==> src/rtl/scc_pkg.sv <==
// Shared constants and control/status types for the strongly connected
// components block. No dependencies.
package scc_pkg;

    localparam int MAX_VERTICES = 64;
    localparam int MAX_EDGES    = 1024;
    localparam int VW = $clog2(MAX_VERTICES);      // vertex width
    localparam int CW = VW + 1;                    // vertex count width
    localparam int EA = $clog2(MAX_EDGES);         // edge store address width
    localparam int EW = EA + 1;                    // edge total width
    localparam int SW = VW + EW;                   // stack frame width

    // Commands from the controller to the datapath
    typedef struct packed {
        logic load;        // accept an input request
        logic clr;         // clear marks and counters
        logic inc_i;       // skip a visited root
        logic start_root;  // begin a pass one search at root i
        logic finish;      // append current vertex to finish order
        logic pop_read;    // read the frame below the top
        logic rd_edge;     // read edge at cur_pos-1
        logic push1;       // descend to the sink of the edge just read
        logic load_top;    // load the popped frame into the top registers
        logic fin_read;    // pop the finish order
        logic start_comp;  // open a new component at the popped vertex
        logic scan_init;   // restart the in-edge scan
        logic rd_scan;     // read the next edge of the scan
        logic scan_chk;    // compare the scanned edge against the best
        logic p2_push;     // descend to the best source
        logic comp_end;    // close the component
        logic flush;       // send the last result, clear the graph
    } t_cmd;

    typedef struct packed {
        logic root_end;
        logic root_vis;
        logic pos_zero;
        logic depth_one;
        logic edge_hit;
        logic fin_empty;
        logic v_assigned;
        logic pend_block;
        logic out_free;
        logic scan_end;
        logic best_ok;
    } t_sts;

endpackage

==> src/rtl/scc_ctrl.sv <==
// Sequencer for both passes of the component search.
// Depends on scc_pkg.
module scc_ctrl (
    input  logic          i_clk,
    input  logic          i_rst_n,
    input  logic          i_in_valid,
    input  logic          i_last_edge,
    input  scc_pkg::t_sts i_sts,
    output scc_pkg::t_cmd o_cmd,
    output logic          o_in_stall
);
    import scc_pkg::*;

    localparam logic [3:0] S_IDLE   = 4'd0;
    localparam logic [3:0] S_CLR    = 4'd1;
    localparam logic [3:0] S_ROOT   = 4'd2;
    localparam logic [3:0] S_P1CHK  = 4'd3;
    localparam logic [3:0] S_P1EDGE = 4'd4;
    localparam logic [3:0] S_P1POPW = 4'd5;
    localparam logic [3:0] S_P2POP  = 4'd6;
    localparam logic [3:0] S_P2V    = 4'd7;
    localparam logic [3:0] S_SCAN0  = 4'd8;
    localparam logic [3:0] S_SCANR  = 4'd9;
    localparam logic [3:0] S_SCANC  = 4'd10;
    localparam logic [3:0] S_DECIDE = 4'd11;
    localparam logic [3:0] S_P2POPW = 4'd12;
    localparam logic [3:0] S_FLUSH  = 4'd13;

    logic [3:0] r_state, n_state;

    always_ff @(posedge i_clk) begin
        if (!i_rst_n) begin
            r_state <= S_IDLE;
        end else begin
            r_state <= n_state;
        end
    end

    assign o_in_stall = (r_state != S_IDLE);

    always_comb begin
        n_state = r_state;
        o_cmd   = '0;
        case (r_state)
            S_IDLE: begin
                if (i_in_valid) begin
                    o_cmd.load = 1'b1;
                    if (i_last_edge) n_state = S_CLR;
                end
            end
            S_CLR: begin
                o_cmd.clr = 1'b1;
                n_state   = S_ROOT;
            end
            S_ROOT: begin
                if (i_sts.root_end) begin
                    n_state = S_P2POP;
                end else if (i_sts.root_vis) begin
                    o_cmd.inc_i = 1'b1;
                end else begin
                    o_cmd.start_root = 1'b1;
                    n_state = S_P1CHK;
                end
            end
            S_P1CHK: begin
                if (i_sts.pos_zero) begin
                    o_cmd.finish = 1'b1;
                    if (i_sts.depth_one) begin
                        n_state = S_ROOT;
                    end else begin
                        o_cmd.pop_read = 1'b1;
                        n_state = S_P1POPW;
                    end
                end else begin
                    o_cmd.rd_edge = 1'b1;
                    n_state = S_P1EDGE;
                end
            end
            S_P1EDGE: begin
                o_cmd.push1 = i_sts.edge_hit;
                n_state = S_P1CHK;
            end
            S_P1POPW: begin
                o_cmd.load_top = 1'b1;
                n_state = S_P1CHK;
            end
            S_P2POP: begin
                if (i_sts.fin_empty) begin
                    n_state = S_FLUSH;
                end else begin
                    o_cmd.fin_read = 1'b1;
                    n_state = S_P2V;
                end
            end
            S_P2V: begin
                if (i_sts.v_assigned) begin
                    n_state = S_P2POP;
                end else if (!i_sts.pend_block) begin
                    o_cmd.start_comp = 1'b1;
                    n_state = S_SCAN0;
                end
            end
            S_SCAN0: begin
                o_cmd.scan_init = 1'b1;
                n_state = S_SCANR;
            end
            S_SCANR: begin
                if (i_sts.scan_end) begin
                    n_state = S_DECIDE;
                end else begin
                    o_cmd.rd_scan = 1'b1;
                    n_state = S_SCANC;
                end
            end
            S_SCANC: begin
                o_cmd.scan_chk = 1'b1;
                n_state = S_SCANR;
            end
            S_DECIDE: begin
                if (i_sts.best_ok) begin
                    if (!i_sts.pend_block) begin
                        o_cmd.p2_push = 1'b1;
                        n_state = S_SCAN0;
                    end
                end else if (i_sts.depth_one) begin
                    o_cmd.comp_end = 1'b1;
                    n_state = S_P2POP;
                end else begin
                    o_cmd.pop_read = 1'b1;
                    n_state = S_P2POPW;
                end
            end
            S_P2POPW: begin
                o_cmd.load_top = 1'b1;
                n_state = S_SCAN0;
            end
            S_FLUSH: begin
                if (i_sts.out_free) begin
                    o_cmd.flush = 1'b1;
                    n_state = S_IDLE;
                end
            end
            default: n_state = S_IDLE;
        endcase
    end

endmodule

==> config.mk <==
export PLATFORM = sky130hd
export DESIGN_NAME = scc_ctrl
export DESIGN_NICKNAME = d
export VERILOG_FILES = /design/src/rtl/scc_pkg.sv /design/src/rtl/scc_ctrl.sv
export SDC_FILE = /design/constraint.sdc
export NUM_CORES = 1
export LEC_CHECK = 0
export ABC_AREA = 1
export BUFFER_PORTS_ARGS = -buffer_cell sky130_fd_sc_hd__buf_2
export CAP_MARGIN = 20
export CORE_MARGIN = 4
export CORE_UTILIZATION = 40
export DETAILED_ROUTE_END_ITERATION = 10
export PLACE_DENSITY = 0.81
export SYNTH_ARGS = -nofsm -noshare
export SYNTH_HDL_FRONTEND = slang
export SYNTH_SLANG_ARGS = --single-unit
==> constraint.sdc <==
create_clock -name i_clk -period 1.71 [get_ports i_clk]
set_input_delay 0.2565 -clock i_clk [delete_from_list [all_inputs] [get_ports i_clk]]
set_output_delay 0.2565 -clock i_clk [all_outputs]
set_load 0.005 [all_outputs]
==> impl_results.md <==
* Largest family of logic cells by synthesized area: simple AND/OR/NAND/NOR gates
* Start point of the critical path: r_state[3]$_SDFFE_PN0P_
* Hold Path Class: in -> reg
* Final Skew at approximately 0.0019 ns
* Complex-gate fraction of the synthesized area at a little under a tenth
* Fmax at 637 MHz
* Clock Path Buffers at 2
* Post-synth net total at between 100 and 150
* Worst-Margin Slew at 0.256 ns
* 1st-pass router iterations at 4
* Cell Area, Synth at 520 um^2
* Simple-gate share of the synthesized area at 59.6%
* Status: finished, final reports clean
* WL per Instance at approximately 11 um
* Worst Setup End Kind: primary output
* Area leader, netlist: nand2_1
* Crit path time final at about 1.6 ns
* # IOs at 33
* Via-per-instance ratio at 5.03
* Residual DRC at 0
* Area of the multi-input gates at ~370 um^2
* Clock buffer count from CTS at 3
* Leak at about 0.00049 uW
* GPL Wtd Cong at a little over 0.9
* Total track usage at between 15 and 20%
* Yosys cell types at 9
* CTS H-tree depth at 1
* Clock tree sinks at 4
* Mapped Cells at between 100 and 150
* Kind of critical path: reg -> out
* Hold Path Origin: i_rst_n
* Die area at roughly 1900 um^2
* Ratio of cells with drive above 1 in the final layout at between 20% and 30%
* Synth Flop Type: dfxtp_1
* Seq cells post-synth at 4
* PD cells at 852 nW/um^2
* Initial core utilization at between 40 and 50%
* DR vias at approximately 820
* Arr. time, crit path at about 1.3 ns
* CTS tree: built
* Row cnt at 12
* Setup TNS at 0 ns
* Post-synth top cells: 30 x nand2_1, 30 x nor2_1, 22 x inv_1, 12 x nand3_1, 5 x nor3_1
* Final ANT Viol Nets at 0
* # port buffers at 32
* Chip Height at between 40 and 50 um
* Total wire length at approximately 1800 um
* Fill cells at about 120
* Top Registers: r_state: 4 flops
* Worst path cell trace: nand2_2 -> nor2_4 -> inv_1 -> o31ai_1 -> buf_2
* Share of the synthesized area in the top cell type at a little over a fifth
* Slew headroom at ~83%
* Max-slew violation count at 0
* RSZ-0062 raised after global routing: false
* Post-DP HPWL at around 1500 um
* Crit share post-route at between 90% and 100%
* CTS clk-pin slew, worst paths at 0.04 ns
* Dpl ws at 0.204 ns
* CP startpoint kind: register
* Worst-skew pair later-pin latency at about 0.24 ns
* CP Max Fanout at 5
* Most flops, register: r_state
* CTS Hold Bufs at 0
* Aggregate global routing overflow at 0
* Initial antenna violation count at 0
* Setup violations, final at 0
* CP Data Required Time at between 1 and 1.5 ns
* Fin util at 63.8%
* Setup ws final at around 0.14 ns
* Seq/Total Area, Yosys at 15.4%
* Synth top area cells: nand2_1 22%, nor2_1 22%, inv_1 16%, dfxtp_1 15%, nand3_1 12%
* Mux cell area share after synthesis at 0%
* Syn avg cell area at roughly 4.6 um^2
* Maximum vdd drop at 0.528 mV
* First-pass GRT wire length at between 2000 and 3000 um
* Syn-to-layout area delta at 43.5%
* CP max stage delay at around 0.40 ns
* CP max stage cell: dfxtp_1
* Core area at 1170 um^2
* Largest register FFs at 4
* Post-CTS Setup Inserts at 0
* Die W at between 40 and 50 um
* Max Cap Viol at 0
* Final Hold Viols at 0
* Vias in the first global route at about 710
* Adder-Cell Fraction of Synth Area at 0%
* Crit Reg-Reg Startpoint: r_state[3]$_SDFFE_PN0P_
* Synth warnings at 0
* Layout Nets at ~170
* Drt initial violations at 38
* Post-synth EDFFs at 0
* Largest net degree at the start of global routing at 8
* Xor/xnor cell area share of the yosys netlist at 0%
* Share of flip-flops with an asynchronous set or reset at 0%
* Root Buffer Master: clkbuf_4
* Seq. cell area at 83.8 um^2
* Antenna diode count at 0
[cells by family (layout without fill, tap and decap cells)]
logic type / count (synthesis) / in the layout
and+or+nand+nor: 77 / 77
buffers and inverters: 22 / 58
AOI/OAI and AO/OA: 9 / 9
DFF: 4 / 4
[power by group]
part / internal (uW) / switching [uW]
clock network: 78.8 / 42.4
registers: 121 / 32.0
logic: 141 / 221
total: 341 / 296
[placed cells by master, fill, tap and decap left out]
cell type,count
inv_1,21
nor2_4,1
dfxtp_2,3
o31ai_1,1
nand2_2,2
a21oi_1,4
dfxtp_1,1
inv_2,1
nand3_1,12
clkbuf_4,3
buf_4,1
nor2_2,1
nand2_1,28
nor2_1,28
nor3_1,5
buf_2,32
o21ai_0,4
[path summary, 6_finish.rpt]
kind | to | slack, ns | depth (start not counted)
setup reg to reg | r_state[0]$_SDFFE_PN0P_ | 0.48 | 8
setup / recovery | o_cmd[11] | 0.14 | 5
hold / removal | r_state[1]$_SDFFE_PN0P_ | 0.28 | 3
hold reg to reg | r_state[1]$_SDFFE_PN0P_ | 0.69 | 5
[worst max-delay path, delay by kind of cell, from the launching register on]
kind	cells	cell delay, ns
AO/OA/AOI/OAI	1	0.18
buffers and inverters	2	0.24
flip-flops	1	0.40
AND/OR/NAND/NOR	2	0.25
[what timing repair did]
item                       in CTS  in global routing
setup endpoints to repair       1                  6
gates cloned                    0                  0
resized for setup               1                  8
[metal layers]
metal  wire, um  global-route usage [%]  share of wire (%)
met3        172                    4.07                9.8
met5          0                       0                  0
met2        832                    29.7                 47
met1        716                    22.2                 41
met4         38                    11.4                2.2
[metrics by stage]
step           total power, uW  area [um^2]  cells  hold WS [ns]
5_1_grt                    705          747    162         0.318
2_1_floorplan              376          520    112         0.418
4_1_cts                    623          731    162         0.275
3_3_place_gp               497          706    159         0.520
3_5_place_dp               498          706    159         0.526
6_report                   636          747    162         0.283
[layout make-up]
| type | instances | share of cell area [%] |
|---|---|---|
| Tap cell | 14 | 2.35 |
| Clock buffer | 3 | 3.02 |
| Inverter | 22 | 11.1 |
| Sequential cell | 4 | 11.2 |
| Multi-Input combinational cell | 86 | 49.9 |
| Timing Repair Buffer | 33 | 22.4 |
(Power assumes the default switching activity.)
